File: src/hdl/arl_pkg.sv
// Shared constants, codes and types of the admissible rank locator.
package arl_pkg;

   localparam int unsigned WORD_W        = 64;
   localparam int unsigned DIGIT_W       = 3;
   localparam int unsigned MAX_DIGITS    = 64;
   localparam int unsigned COUNT_W       = $clog2(MAX_DIGITS + 1);
   localparam int unsigned DIV_CNT_W     = $clog2(WORD_W + 1);
   localparam int unsigned CSR_INDEX_W   = 2;
   localparam int unsigned SPLIT_BITS    = 4;
   localparam int unsigned SPLIT_STEPS   = WORD_W / SPLIT_BITS;
   localparam int unsigned SPLIT_CNT_W   = $clog2(SPLIT_STEPS + 1);
   localparam logic [DIGIT_W-1:0] MIN_BASE = DIGIT_W'(2);

   typedef enum logic [CSR_INDEX_W-1:0] {
      CSR_DIGIT_BASE   = 2'd0,
      CSR_START_OFFSET = 2'd1,
      CSR_BLOCK_SIZE   = 2'd2,
      CSR_LIMIT_Q      = 2'd3
   } csr_index_type;

   typedef enum logic [3:0] {
      ST_IDLE,
      ST_DIVIDE,
      ST_CHECK,
      ST_LAUNCH,
      ST_SPLIT,
      ST_MUL,
      ST_ACC,
      ST_FINAL,
      ST_RESPOND
   } state_type;

   typedef struct packed {
      logic [DIGIT_W-1:0] t_digit;
      logic [DIGIT_W-1:0] q_digit;
      logic [WORD_W-1:0]  t_quot;
      logic [WORD_W-1:0]  q_quot;
   } split_result_type;

endpackage

File: src/hdl/arl_radix_split.sv
// Splits the low base-p digit off two words at once, four bits per cycle.
module arl_radix_split (
   input  logic                          clock,
   input  logic                          reset,
   input  logic                          start,
   input  logic [arl_pkg::DIGIT_W-1:0]   base,
   input  logic [arl_pkg::WORD_W-1:0]    t_value,
   input  logic [arl_pkg::WORD_W-1:0]    q_value,
   output logic                          done,
   output arl_pkg::split_result_type     result
);
   import arl_pkg::*;

   logic [WORD_W-1:0]      tq_ff, tq_in;
   logic [WORD_W-1:0]      qq_ff, qq_in;
   logic [DIGIT_W-1:0]     trem_ff, trem_in;
   logic [DIGIT_W-1:0]     qrem_ff, qrem_in;
   logic [SPLIT_CNT_W-1:0] cnt_ff, cnt_in;
   logic                   busy_ff, busy_in;
   logic                   done_ff, done_in;
   logic [DIGIT_W+SPLIT_BITS-1:0] t_step;
   logic [DIGIT_W+SPLIT_BITS-1:0] q_step;

   // Long division of a few bits by the base; the remainder stays below the base.
   function automatic logic [DIGIT_W+SPLIT_BITS-1:0] radix_step(
      input logic [DIGIT_W-1:0]    rem,
      input logic [SPLIT_BITS-1:0] bits,
      input logic [DIGIT_W-1:0]    div
   );
      logic [DIGIT_W:0]      r;
      logic [SPLIT_BITS-1:0] qb;
      r  = {1'b0, rem};
      qb = '0;
      for (int k = SPLIT_BITS - 1; k >= 0; k--) begin
         r = {r[DIGIT_W-1:0], bits[k]};
         if (r >= {1'b0, div}) begin
            r     = r - {1'b0, div};
            qb[k] = 1'b1;
         end
      end
      return {r[DIGIT_W-1:0], qb};
   endfunction

   always_comb begin
      t_step  = radix_step(trem_ff, tq_ff[WORD_W-1 -: SPLIT_BITS], base);
      q_step  = radix_step(qrem_ff, qq_ff[WORD_W-1 -: SPLIT_BITS], base);
      tq_in   = tq_ff;
      qq_in   = qq_ff;
      trem_in = trem_ff;
      qrem_in = qrem_ff;
      cnt_in  = cnt_ff;
      busy_in = busy_ff;
      done_in = 1'b0;
      if (start) begin
         tq_in   = t_value;
         qq_in   = q_value;
         trem_in = '0;
         qrem_in = '0;
         cnt_in  = SPLIT_CNT_W'(SPLIT_STEPS);
         busy_in = 1'b1;
      end else if (busy_ff) begin
         tq_in   = {tq_ff[WORD_W-SPLIT_BITS-1:0], t_step[SPLIT_BITS-1:0]};
         qq_in   = {qq_ff[WORD_W-SPLIT_BITS-1:0], q_step[SPLIT_BITS-1:0]};
         trem_in = t_step[DIGIT_W+SPLIT_BITS-1:SPLIT_BITS];
         qrem_in = q_step[DIGIT_W+SPLIT_BITS-1:SPLIT_BITS];
         cnt_in  = cnt_ff - 1'b1;
         if (cnt_ff == SPLIT_CNT_W'(1)) begin
            busy_in = 1'b0;
            done_in = 1'b1;
         end
      end
   end

   always_ff @(posedge clock) begin
      if (reset) begin
         cnt_ff  <= '0;
         busy_ff <= 1'b0;
         done_ff <= 1'b0;
      end else begin
         cnt_ff  <= cnt_in;
         busy_ff <= busy_in;
         done_ff <= done_in;
      end
   end

   always_ff @(posedge clock) begin
      tq_ff   <= tq_in;
      qq_ff   <= qq_in;
      trem_ff <= trem_in;
      qrem_ff <= qrem_in;
   end

   assign done           = done_ff;
   assign result.t_digit = trem_ff;
   assign result.q_digit = qrem_ff;
   assign result.t_quot  = tq_ff;
   assign result.q_quot  = qq_ff;

endmodule

File: config.mk
export PLATFORM = sky130hd
export DESIGN_NAME = arl_radix_split
export DESIGN_NICKNAME = d
export VERILOG_FILES = /design/src/hdl/arl_pkg.sv /design/src/hdl/arl_radix_split.sv
export SDC_FILE = /design/constraint.sdc
export NUM_CORES = 1
export LEC_CHECK = 0
export BUFFER_PORTS_ARGS = -buffer_cell sky130_fd_sc_hd__buf_2
export CAP_MARGIN = 20
export CORE_ASPECT_RATIO = 1.25
export CORE_MARGIN = 4
export CORE_UTILIZATION = 40
export DETAILED_ROUTE_END_ITERATION = 7
export PLACE_DENSITY = 0.78
export SKIP_LAST_GASP = 1
export SLEW_MARGIN = 20
export SYNTH_ARGS = -nofsm -noshare
export SYNTH_HDL_FRONTEND = slang
export SYNTH_SLANG_ARGS = --single-unit
export TNS_END_PERCENT = 5
File: constraint.sdc
create_clock -name clock -period 9.05 [get_ports clock]
set_input_delay 1.81 -clock clock [delete_from_list [all_inputs] [get_ports clock]]
set_output_delay 1.81 -clock clock [all_outputs]
set_load 0.05 [all_outputs]
==> metrics.md <==
| Metric | Value |
|---|---|
| Internal | 1.64 mW |
| Ys async rst share | 0% |
| VDD IR max | 0.000129 V |
| Multi-input logic area | 0.00284 mm2 |
| Number of I/O pins | 269 |
| Wire per inst | 18.4 um |
| Synth Area in Adders | 6.83% |
| Leak | 3.97 nW |
| Rows | 54 |
| Post-route ant nets | 0 |
| Dpl cells | 941 |
| Distinct cell type count after synthesis | 50 |
| Mux cell area share after synthesis | 21.8% |
| Crit share post-route | 82.2% |
| Area added between synthesis and finish | 30.3% |
| Crit Path Max Fanout | 12 |
| H-Tree Depth | 4 |
| Post-layout min period | 7440 ps |
| Fillers | 1,542 |
| Hold bufs inserted after CTS | 0 |
| Skew-Pair Late Insertion Delay | 410 ps |
| Full die area | 0.0200 mm2 |
| Switching share of total power | 40.5% |
| Clk pin slew, worst setup/hold paths | 60 ps |
| Share of layout cells above drive strength 1 | 60.2% |
| Slew headroom | 32.8% |
| Setup_tns | 0 ps |
| Pwr dens | 298 mW/mm2 |
| CP arrival | 7780 ps |
| Placer Congestion | 0.857 |
| CTS tree | built |
| Slowest CP cell | fa_1 |
| Top cells by count, synth | edfxtp_1 (128), mux2_2 (124), inv_1 (28), ha_1 (26) |
| Synth Area in Compound Gates | 7.20% |
| Pre-Repair DR Iteration Count | 5 |
| Initial antenna violation count | 1 |
| Port Buf Inserts | 268 |
| Syn_nets | 631 |
| GRT Overall Usage | 17.5% |
| Starting Density | 40.8% |
| Layout Nets | 904 |
| Core outline area | 0.0174 mm2 |
| Status | completed |
| Top_reg_cell synth | edfxtp_1 |
| Psw | 1.12 mW |
| Synth area leaders | edfxtp_1 (54%), mux2_2 (20%), ha_1 (4.6%), dfxtp_1 (3.7%), fa_1 (2.3%) |
| Mapped Avg Cell Area | 15.4 um2 |
| Maximum root-to-sink buffer count | 2 |
| Most frequent cell after synthesis | edfxtp_1 |
| Post-Synthesis Cells | 463 |
| Final WL | 17,900 um |
| Non-Filler Instances | 974 |
| Buf+Inv Stages, Crit Path | 4 |
| Register area share after synthesis | 57.7% |
| DRT iter0 DRCs | 224 |
| Synth Area in Simple Gates | 2.59% |
| Actual slew at the worst max-slew pin | 1010 ps |
| Worst hold path class | reg -> reg |
| DP Wirelength | 13,400 um |
| Num CTS Buffers | 17 |
| Share of the synthesized area in the top cell type | 54.1% |
| Final Skew | 11.7 ps |
| Final Max Tran Viols | 0 |
| Number of setup buffers added after CTS | 0 |
| YS warnings | 0 |
| Hold Path Stages | 2 |
| Final hold vios | 0 |
| DIE HEIGHT | 157 um |
| Worst Path Required | 9390 ps |
| Sequential fraction of design power | 32.4% |
| Top delay family on crit path | compound AO/OA/AOI/OAI gates |
| Number of global-route vias before repair | 5,042 |
| DR vias/cell | 5.01 |
| Setup CP Type | in -> reg |
| Post-synth EDFFs | 128 |
| First-pass GRT wire length | 27,000 um |
| Yosys reg bits | 141 |
| Crit start category | primary input |
| Max capacitance violation total | 0 |
| Post-CTS Resized | 0 |
| Max incr delay on CP | 580 ps |
| Total clock sinks | 141 |
| Register Area | 0.00410 mm2 |
| Die Width | 127 um |
| Synthesized cell area | 0.00711 mm2 |
| CP Capture Type | register |
| Worst reg2reg path depth | 26 |
| Fmax | 134 MHz |
| RSZ-0062 raised after global routing | no |
| GR Overflow Total | 0 |
| DR vias | 4,884 |
| Combinational share of power | 43.3% |
| Synth Area in XOR/XNOR | 1.48% |
| Critical path depth | 25 |
| Largest family of logic cells by synthesized area | multiplexers |
| Clk network pwr share | 24.4% |
| Largest net degree at the start of global routing | 83 |
| Final setup fails | 0 |
| CTS root buf | clkbuf_16 |
| Number of remaining DRC errors | 0 |
| Dominant cell type by area after synthesis | edfxtp_1 |
| Fin util | 53.2% |
kinds of logic (layout without fill, tap and decap cells):
family                     count (synthesis)  in the layout
buffers and inverters                     44            330
adders and majority gates                 34             34
muxes                                    139            139
AOI/OAI and AO/OA                         57             57
other                                      0              1
xor gates and xnor gates                  12             12
DFF                                      141            141
and+or+nand+nor                           36             36
power groups by stage:
stage	registers, mW	clock network, mW	logic (mW)
after global routing	0.906	0.722	1.28
after detailed placement	0.906	0	1.19
after global placement	0.905	0	1.18
final	0.893	0.673	1.19
after CTS	0.895	0.690	1.20
after floorplan	1.20	0	0.646
cell type report:
type,count,area share (%)
timing repair buffer,270,14.7
sequential,141,44.3
multi-input combinational,278,30.6
clock inverter,15,1.55
antenna,1,0.0270
tap,224,3.02
inverter,28,1.16
clock buffer,17,4.59
routing by layer:
layer / global-route usage, % / share of wire (%)
met5: 0 / 0
met4: 6.08 / 2.0
met3: 5.13 / 5.9
met2: 31.0 / 54
met1: 20.3 / 38
worst register-to-register path: cells and delay by family (launching register included):
family,cells,cell delay (ps)
mux,2,700
simple gates,1,70
compound gates,14,3100
fa+ha+maj,5,1340
flops,1,450
buf+inv,4,330
sequential cells by signal, summed over array words and instances (netlist names):
name	flops
qrem_ff	3
busy_ff	1
qq_ff	64
cnt_ff	5
trem_ff	3
done	1
tq_ff	64
final timing paths:
kind	startpoint	to	slack, ps
min	cnt_ff[1]	cnt_ff[1]	510
max	base[1]	trem_ff[0]	1610
min reg2reg	cnt_ff[1]	cnt_ff[1]	510
max reg2reg	tq_ff[63]	trem_ff[0]	2990
stage by stage:
| step | setup slack (ps) | hold slack (ps) | total power, mW | instance area, um2 |
|---|---|---|---|---|
| after floorplan | 2110 | 468 | 1.84 | 7110 |
| after global placement | 1390 | 488 | 2.08 | 8690 |
| after detailed placement | 1190 | 500 | 2.10 | 8690 |
| after CTS | 1620 | 510 | 2.79 | 9260 |
| after global routing | 1130 | 545 | 2.91 | 9270 |
| final | 1610 | 509 | 2.76 | 9270 |
cell usage in the layout (no fill, tap or decap), types with 3 or more instances in the layout:
| cell | instances |
|---|---|
| buf_2 | 267 |
| edfxtp_1 | 128 |
| mux2_2 | 124 |
| inv_1 | 27 |
| ha_1 | 26 |
| clkbuf_16 | 17 |
| mux2i_1 | 13 |
| dfxtp_1 | 13 |
| nand2_1 | 11 |
| fa_1 | 8 |
| xor2_1 | 7 |
| nor2_1 | 6 |
| o21a_1 | 6 |
| nand3_1 | 6 |
| inv_6 | 6 |
| nor3_1 | 5 |
| a21bo_2 | 5 |
| a21oi_1 | 5 |
| xnor2_1 | 5 |
| o21ai_1 | 5 |
| o31ai_1 | 4 |
| inv_8 | 4 |
| a21o_1 | 3 |
(Power assumes the default switching activity.)
