## config.mk

```make
export PLATFORM = sky130hd
export DESIGN_NAME = arl_serial_div
export DESIGN_NICKNAME = d
export VERILOG_FILES = /design/src/hdl/arl_pkg.sv /design/src/hdl/arl_serial_div.sv
export SDC_FILE = /design/constraint.sdc
export NUM_CORES = 1
export LEC_CHECK = 0
export BUFFER_PORTS_ARGS = -buffer_cell sky130_fd_sc_hd__buf_4
export CELL_PAD_IN_SITES_DETAIL_PLACEMENT = 1
export CELL_PAD_IN_SITES_GLOBAL_PLACEMENT = 2
export CORE_MARGIN = 3
export CORE_UTILIZATION = 33
export CTS_CLUSTER_DIAMETER = 30
export DETAILED_ROUTE_END_ITERATION = 10
export PLACE_DENSITY = 0.82
export RECOVER_POWER = 100
export SLEW_MARGIN = 20
export SYNTH_ARGS = -nofsm -noshare
export SYNTH_HDL_FRONTEND = slang
export SYNTH_SLANG_ARGS = --single-unit
export TNS_END_PERCENT = 20
```

## constraint.sdc

```tcl
create_clock -name clock -period 4.85 [get_ports clock]
set_input_delay 1.455 -clock clock [delete_from_list [all_inputs] [get_ports clock]]
set_output_delay 1.455 -clock clock [all_outputs]
set_load 0.02 [all_outputs]
```

## src/hdl/arl_pkg.sv

```systemverilog
// Shared constants, codes and types of the admissible rank locator.
package arl_pkg;

   localparam int unsigned WORD_W        = 64;
   localparam int unsigned DIGIT_W       = 3;
   localparam int unsigned MAX_DIGITS    = 64;
   localparam int unsigned COUNT_W       = $clog2(MAX_DIGITS + 1);
   localparam int unsigned DIV_CNT_W     = $clog2(WORD_W + 1);
   localparam int unsigned CSR_INDEX_W   = 2;
   localparam int unsigned SPLIT_BITS    = 4;
   localparam int unsigned SPLIT_STEPS   = WORD_W / SPLIT_BITS;
   localparam int unsigned SPLIT_CNT_W   = $clog2(SPLIT_STEPS + 1);
   localparam logic [DIGIT_W-1:0] MIN_BASE = DIGIT_W'(2);

   typedef enum logic [CSR_INDEX_W-1:0] {
      CSR_DIGIT_BASE   = 2'd0,
      CSR_START_OFFSET = 2'd1,
      CSR_BLOCK_SIZE   = 2'd2,
      CSR_LIMIT_Q      = 2'd3
   } csr_index_type;

   typedef enum logic [3:0] {
      ST_IDLE,
      ST_DIVIDE,
      ST_CHECK,
      ST_LAUNCH,
      ST_SPLIT,
      ST_MUL,
      ST_ACC,
      ST_FINAL,
      ST_RESPOND
   } state_type;

   typedef struct packed {
      logic [DIGIT_W-1:0] t_digit;
      logic [DIGIT_W-1:0] q_digit;
      logic [WORD_W-1:0]  t_quot;
      logic [WORD_W-1:0]  q_quot;
   } split_result_type;

endpackage

```

## src/hdl/arl_serial_div.sv

```systemverilog
// Bit-serial restoring divider: one quotient bit per cycle.
module arl_serial_div (
   input  logic                        clock,
   input  logic                        reset,
   input  logic                        start,
   input  logic [arl_pkg::WORD_W-1:0]  dividend,
   input  logic [arl_pkg::WORD_W-1:0]  divisor,
   output logic                        done,
   output logic [arl_pkg::WORD_W-1:0]  quotient
);
   import arl_pkg::*;

   logic [WORD_W-1:0]    quot_ff, quot_in;
   logic [WORD_W-1:0]    rem_ff, rem_in;
   logic [DIV_CNT_W-1:0] cnt_ff, cnt_in;
   logic                 busy_ff, busy_in;
   logic                 done_ff, done_in;
   logic [WORD_W:0]      rem_shift;
   logic [WORD_W:0]      rem_diff;
   logic                 fits;

   always_comb begin
      rem_shift = {rem_ff, quot_ff[WORD_W-1]};
      fits      = rem_shift >= {1'b0, divisor};
      rem_diff  = rem_shift - {1'b0, divisor};
      quot_in   = quot_ff;
      rem_in    = rem_ff;
      cnt_in    = cnt_ff;
      busy_in   = busy_ff;
      done_in   = 1'b0;
      if (start) begin
         quot_in = dividend;
         rem_in  = '0;
         cnt_in  = DIV_CNT_W'(WORD_W);
         busy_in = 1'b1;
      end else if (busy_ff) begin
         if (fits) begin
            rem_in  = rem_diff[WORD_W-1:0];
            quot_in = {quot_ff[WORD_W-2:0], 1'b1};
         end else begin
            rem_in  = rem_shift[WORD_W-1:0];
            quot_in = {quot_ff[WORD_W-2:0], 1'b0};
         end
         cnt_in = cnt_ff - 1'b1;
         if (cnt_ff == DIV_CNT_W'(1)) begin
            busy_in = 1'b0;
            done_in = 1'b1;
         end
      end
   end

   always_ff @(posedge clock) begin
      if (reset) begin
         cnt_ff  <= '0;
         busy_ff <= 1'b0;
         done_ff <= 1'b0;
      end else begin
         cnt_ff  <= cnt_in;
         busy_ff <= busy_in;
         done_ff <= done_in;
      end
   end

   always_ff @(posedge clock) begin
      quot_ff <= quot_in;
      rem_ff  <= rem_in;
   end

   assign done     = done_ff;
   assign quotient = quot_ff;

endmodule

```

==> impl_metrics.ini, run 1 <==
[synthesis]
yosysWarningCount = 0
synth_edf_count = 64
synth_most_common_cell = nand2_1
synth.yosys.seq_area_share = 0.3402
synth_flop_cell = dfxtp_1
syn_nets = 1376
synthCells = 1178
synth_seq_cells = 137
async_reset_ff_frac = 0
syn_avg_cell_area_sq_um = 8.443
synth_top_area_cell = edfxtp_1
synth_top_area_frac = 0.1932
yosys-top-cells-count = nand2_1, nor2_1, a21oi_1
syn_area_sq_mm = 0.009946
ys_types = 67
synth_area_leaders = edfxtp_1, dfxtp_1, ha_1

[pwr]
p_comb_frac = 0.267
p_per_area_mw_per_mm2 = 307.6
power_frac_seq = 0.372
ir_drop_v = 0.0002380
p_clk_frac = 0.362
p_int_mw = 2.432
p_sw_mw = 1.323
leakagePower_nw = 5.093
switching_share = 0.3524

[clock_network]
cts_made_buffers = 17
cts.path.max_buffers = 2
clk_pin_slew_ns = 0.07
cts_htree_levels = 4
cts_repair_resize_count = 0
cts_tree = done
holdBufCountCts = 0
cts_sinks = 137
cts_root_buffer = clkbuf_16
clkLatencyLatePin_ns = 0.43
cts_setup_buffers = 0

[outcome]
status = finished with violations
violations = max-capacitance violations, max-slew violations

[placement]
hpwlAfterDp_mm = 25.41
gp_congestion = 0.8205
port_buffers = 195

[route]
dr.first_iter.drc_count = 389
viasPerCell = 5.287
avgRoutedWirePerCell_um = 18.53
routed_wirelength_mm = 32.52
via_count = 9278
drtPass1Iterations = 4
detail-route-antenna-nets = 0
drc = 0

[sta]
setup_viol_count_final = 0
slew_violations = 32
fin_crit_ns = 4.586
fmax_ghz = 0.2181
hold_viol = 0
hold_slack_ns = 0.4969
relSlewSlack = -0.1442
clock_skew_ns = 0.01161
fin_setup_tns_ns = 0
period_share = 0.9455
rsz0062_at_grt = no
tightest_slew_ns = 1.716

[setup_path]
max_stage_delay_ns = 0.40
startpoint_type = input port
rrSetupSlack_ns = 1.03
cp.required_ns = 5.22
arrival_ns = 4.96
worstSetupEndpointType = flop
path_max_fanout = 14
setup.worst_path.class = input port to flop
crit_slowest_cell = o31a_2
crit_chain = buf_4, inv_1, ha_1, nand3_1, o21bai_2, a2111oi_4, o311ai_0, a31o_2, o31a_2, o21ai_2, clkbuf_2, nand4b_1, mux2_2, nand4_1

[floorplanning]
rows = 62
core_sq_mm = 0.02917
pin_count = 196
die_area_sq_mm = 0.03226
start_util = 0.3410
die_w_um = 179.6
dieHeight_um = 179.6

[final_layout]
nets = 1555
num-fill-cells = 3545
multi_input_area_sq_mm = 0.005961
drive_above_1_share = 0.1985
area_growth_pct = 22.76
seqCellArea_sq_mm = 0.003387

[grt]
grt_max_degree = 77
grt_pass1_vias = 9613
grt_pass1_wl_mm = 52.43
grt_use_total = 0.1973
grt_overflow = 0
antenna_found_initial = 1

[worst_hold_path]
min_path_type = flop to flop

[job]
cap_violations = 1
layout by cell type, fill, tap and decap left out, types with 9 or more instances in the layout:
master / n
o21ai_0: 59
nor2_1: 106
clkbuf_16: 17
nand2b_1: 9
xnor2_1: 33
mux2_2: 63
o21a_1: 12
nand3_1: 20
a31oi_1: 13
o21bai_1: 11
a311oi_1: 41
ha_1: 66
a21o_1: 21
xor2_1: 29
buf_4: 148
dfxtp_1: 72
nand2_1: 163
clkbuf_1: 68
inv_1: 85
a21oi_1: 93
o211ai_1: 9
nand4_1: 22
nor3_1: 21
edfxtp_1: 64
a211oi_1: 14
power groups by stage:
| stage | logic, mW | registers (mW) | clock network [mW] |
|---|---|---|---|
| finish | 1.00 | 1.40 | 1.36 |
| global route | 1.12 | 1.41 | 1.43 |
| CTS | 1.06 | 1.40 | 1.38 |
| detailed placement | 1.05 | 1.42 | 0 |
| global placement | 1.04 | 1.42 | 0 |
| floorplan | 0.612 | 1.47 | 0 |
metrics by stage:
step / cell area (sq um) / power (mW) / worst slack (ns) / cells / util
6_report: 12210 / 3.755 / 0.2644 / 1755 / 0.4186
5_1_grt: 12210 / 3.961 / 0.08514 / 1755 / 0.4186
4_1_cts: 12490 / 3.836 / 0.4251 / 1754 / 0.4281
3_5_place_dp: 11890 / 2.475 / -0.009230 / 1722 / 0.4075
3_3_place_gp: 11890 / 2.460 / -0.04969 / 1722 / 0.4075
2_1_floorplan: 9946 / 2.084 / 0.6602 / 1178 / -
worst max-delay path: cells and delay by family:
kind            cells  cell delay (ns)
fa+ha+maj           1             0.37
compound gates      6             1.98
mux                 1             0.29
buf+inv             3             0.50
simple gates        3             0.34
flip-flops by register name, indices dropped and copies added (netlist names):
signal and count:
rem_ff 64, cnt_ff 7, quotient 64, done 1
busy_ff 1
cell families (layout without fill, tap and decap cells):
family                     count (synthesis)  in the layout  synth area share
and+or+nand+nor                          379            379            0.1691
AOI/OAI and AO/OA                        311            311            0.2112
buffers and inverters                    150            342           0.05913
DFF                                      137            137            0.3402
muxes                                     72             72           0.08076
adders and majority gates                 67             67           0.08504
xor gates and xnor gates                  62             62           0.05460
other                                      0              1                 0
final timing paths:
path | from | endpoint | cells past startpoint
worst min register to register | cnt_ff[1]$_SDFFE_PP0P_ | cnt_ff[1]$_SDFFE_PP0P_ | 2
worst min-delay path | cnt_ff[1]$_SDFFE_PP0P_ | cnt_ff[1]$_SDFFE_PP0P_ | 2
worst max-delay path | divisor[3] | rem_ff[62]$_SDFFE_PP0P_ | 14
worst max register to register | quotient[63]$_DFFE_PP_ | rem_ff[62]$_SDFFE_PP0P_ | 13
routing by layer:
metal / up-vias / track usage / routed length [um] / part of all wire
met2: 188 / 0.3358 / 15380 / 0.47
met4: 0 / 0.05136 / 574 / 0.018
met3: 37 / 0.02728 / 1002 / 0.031
li1: 4593 / - / - / -
met5: - / 0 / 0 / 0
met1: 4460 / 0.2641 / 15560 / 0.48
final cells by class:
class | count | area share
clock inverter | 15 | 0.01445
inverter | 86 | 0.02644
timing repair buffer | 224 | 0.1191
tap | 384 | 0.03935
antenna | 1 | 0.0002050
clock buffer | 17 | 0.03484
sequential | 137 | 0.2774
multi-input combinational | 891 | 0.4882
Note: power is estimated with default switching activity, not from simulation.
==> inputs of run 2 (changes only) <==
ABC_AREA = 1   (was not set)
CORE_UTILIZATION = 30   (was 33)
==> run 2 against run 1 <==
- first-iteration DRC count up 69%
- fmax up 12%
- non-clock buffer count down 18
- critical path depth down 9
- largest power group unchanged
- the flow now finishes without violations
- via count up 42%
- largest cell class unchanged
- sequential share of layout area down 4.9 points
- final cell count up 63%
- setup slack better by 0.48 ns
- register-to-register slack better by 0.66 ns
==> impl_metrics.ini, run 2 <==
[route]
drtPass1Iterations = 5
viasPerCell = 4.612
avgRoutedWirePerCell_um = 17.02
via_count = 13190
detail-route-antenna-nets = 0
drc = 0
routed_wirelength_mm = 48.69
dr.first_iter.drc_count = 657

[pwr]
p_sw_mw = 1.026
power_frac_seq = 0.417
p_comb_frac = 0.170
leakagePower_nw = 8.341
p_clk_frac = 0.412
p_int_mw = 2.145
switching_share = 0.3235
ir_drop_v = 0.0002524
p_per_area_mw_per_mm2 = 214.0

[floorplanning]
start_util = 0.3059
die_w_um = 210.7
pin_count = 196
rows = 74
core_sq_mm = 0.04111
dieHeight_um = 210.7
die_area_sq_mm = 0.04441

[final_layout]
n_antenna_cell = 0
num-fill-cells = 5582
fin_util = 0.3605
drive_above_1_share = 0.1091
multi_input_area_sq_mm = 0.007198
nets = 2513
mostFrequentLayoutCell = nand2_1
seqCellArea_sq_mm = 0.003383
area_growth_pct = 17.84
mostFrequentLayoutCells = nand2_1, inv_1, buf_4, nand3_1, nor2_1

[synthesis]
synth_area_leaders = nand2_1, edfxtp_1, inv_1
syn_avg_cell_area_sq_um = 5.885
syn_area_sq_mm = 0.01258
synthCells = 2137
async_reset_ff_frac = 0
synth_edf_count = 64
yosysWarningCount = 0
ys_types = 38
synth_flop_cell = dfxtp_1
synth_top_area_cell = nand2_1
synth_seq_cells = 137
yosys-top-cells-count = nand2_1, inv_1, nand3_1
synth_most_common_cell = nand2_1
synth_top_area_frac = 0.2806
syn_nets = 2335
synth.yosys.seq_area_share = 0.2690

[job]
cap_violations = 0

[grt]
grt_use_total = 0.2191
grt_pass1_wl_mm = 75.53
grt_max_degree = 67
grt_pass1_vias = 13515
grt_overflow = 0
antenna_found_initial = 0

[sta]
clock_skew_ns = 0.01419
period_share = 0.8458
hold_viol = 0
fin_crit_ns = 4.102
tightest_slew_ns = 1.367
fin_setup_tns_ns = 0
fmax_ghz = 0.2438
setup_viol_count_final = 0
relSlewSlack = 0.08834
slew_violations = 0
rsz0062_at_grt = no

[clock_network]
cts_htree_levels = 4
cts_tree = done
cts_repair_resize_count = 0
cts_sinks = 137
cts_root_buffer = clkbuf_16
clk_pin_slew_ns = 0.07
cts.path.max_buffers = 2
cts_setup_buffers = 0
cts_made_buffers = 17
holdBufCountCts = 0
clkLatencyLatePin_ns = 0.48

[setup_path]
cp.required_ns = 4.94
worstSetupEndpointType = flop
startpoint_type = input port
path_max_fanout = 66
setup.worst_path.class = input port to flop
arrival_ns = 4.19

[worst_hold_path]
min_path_type = flop to flop

[placement]
gp_congestion = 0.9270
hpwlAfterDp_mm = 39.89
port_buffers = 195

[outcome]
status = finished, final reports clean
[run 2: critical path, stage by stage]
cell and delay [ns]:
clkbuf_2 0.97, nor2_2 0.01, buf_4 0.29, inv_4 0.45
clkbuf_1 0.95
[run 2: per-layer routing]
metal | track usage | vias to the layer above | wire (um)
met1 | 0.2855 | 6174 | 22420
met2 | 0.3834 | 176 | 23970
met5 | 0 | - | 0
met3 | 0.03060 | 39 | 1573
met4 | 0.05450 | 0 | 721
li1 | - | 6801 | -
[run 2: kinds of logic (layout without fill, tap and decap cells)]
family | count (synthesis) | count (layout) | synth area share
compound gates | 97 | 97 | 0.03930
fa+ha+maj | 67 | 67 | 0.06726
simple gates | 1305 | 1305 | 0.4447
flops | 137 | 137 | 0.2690
buf+inv | 499 | 690 | 0.1574
xor+xnor | 32 | 32 | 0.02229
[run 2: stage by stage]
step           hold slack [ns]  power, mW  setup WS [ns]  cell area, sq um  std cells
3_3_place_gp            0.4565      1.934         0.6078             14560       2828
3_5_place_dp            0.4641      1.944         0.5404             14560       2828
6_report                0.4728      3.171         0.7478             14820       2860
5_1_grt                 0.4954      3.333         0.4508             14820       2860
4_1_cts                 0.4713      3.279          1.067             15110       2860
2_1_floorplan           0.4307      1.667         0.5167             12580       2137
[run 2: power groups by stage]
stage,registers [mW],logic (mW),clock network (mW)
after floorplan,1.42,0.250,0
after global placement,1.35,0.585,0
after detailed placement,1.35,0.594,0
after CTS,1.33,0.597,1.36
after global routing,1.33,0.600,1.40
final,1.32,0.540,1.31
[run 2: final cells by class]
cell class                      count  share of cell area
Multi-Input combinational cell   1501              0.4857
Sequential cell                   137              0.2283
Inverter                          452              0.1147
Timing Repair Buffer              206             0.08899
Tap cell                          532             0.04492
Clock buffer                       17             0.02871
Clock inverter                     15            0.008696
[run 2: worst paths after layout]
path,start,cells past startpoint,end,slack (ns)
hold reg to reg,cnt_ff[6]$_SDFFE_PP0P_,1,done$_SDFF_PP0_,0.47
hold / removal,cnt_ff[6]$_SDFFE_PP0P_,1,done$_SDFF_PP0_,0.47
setup / recovery,start,5,quotient[29]$_DFFE_PP_,0.75
setup reg to reg,rem_ff[6]$_SDFFE_PP0P_,16,rem_ff[27]$_SDFFE_PP0P_,1.69
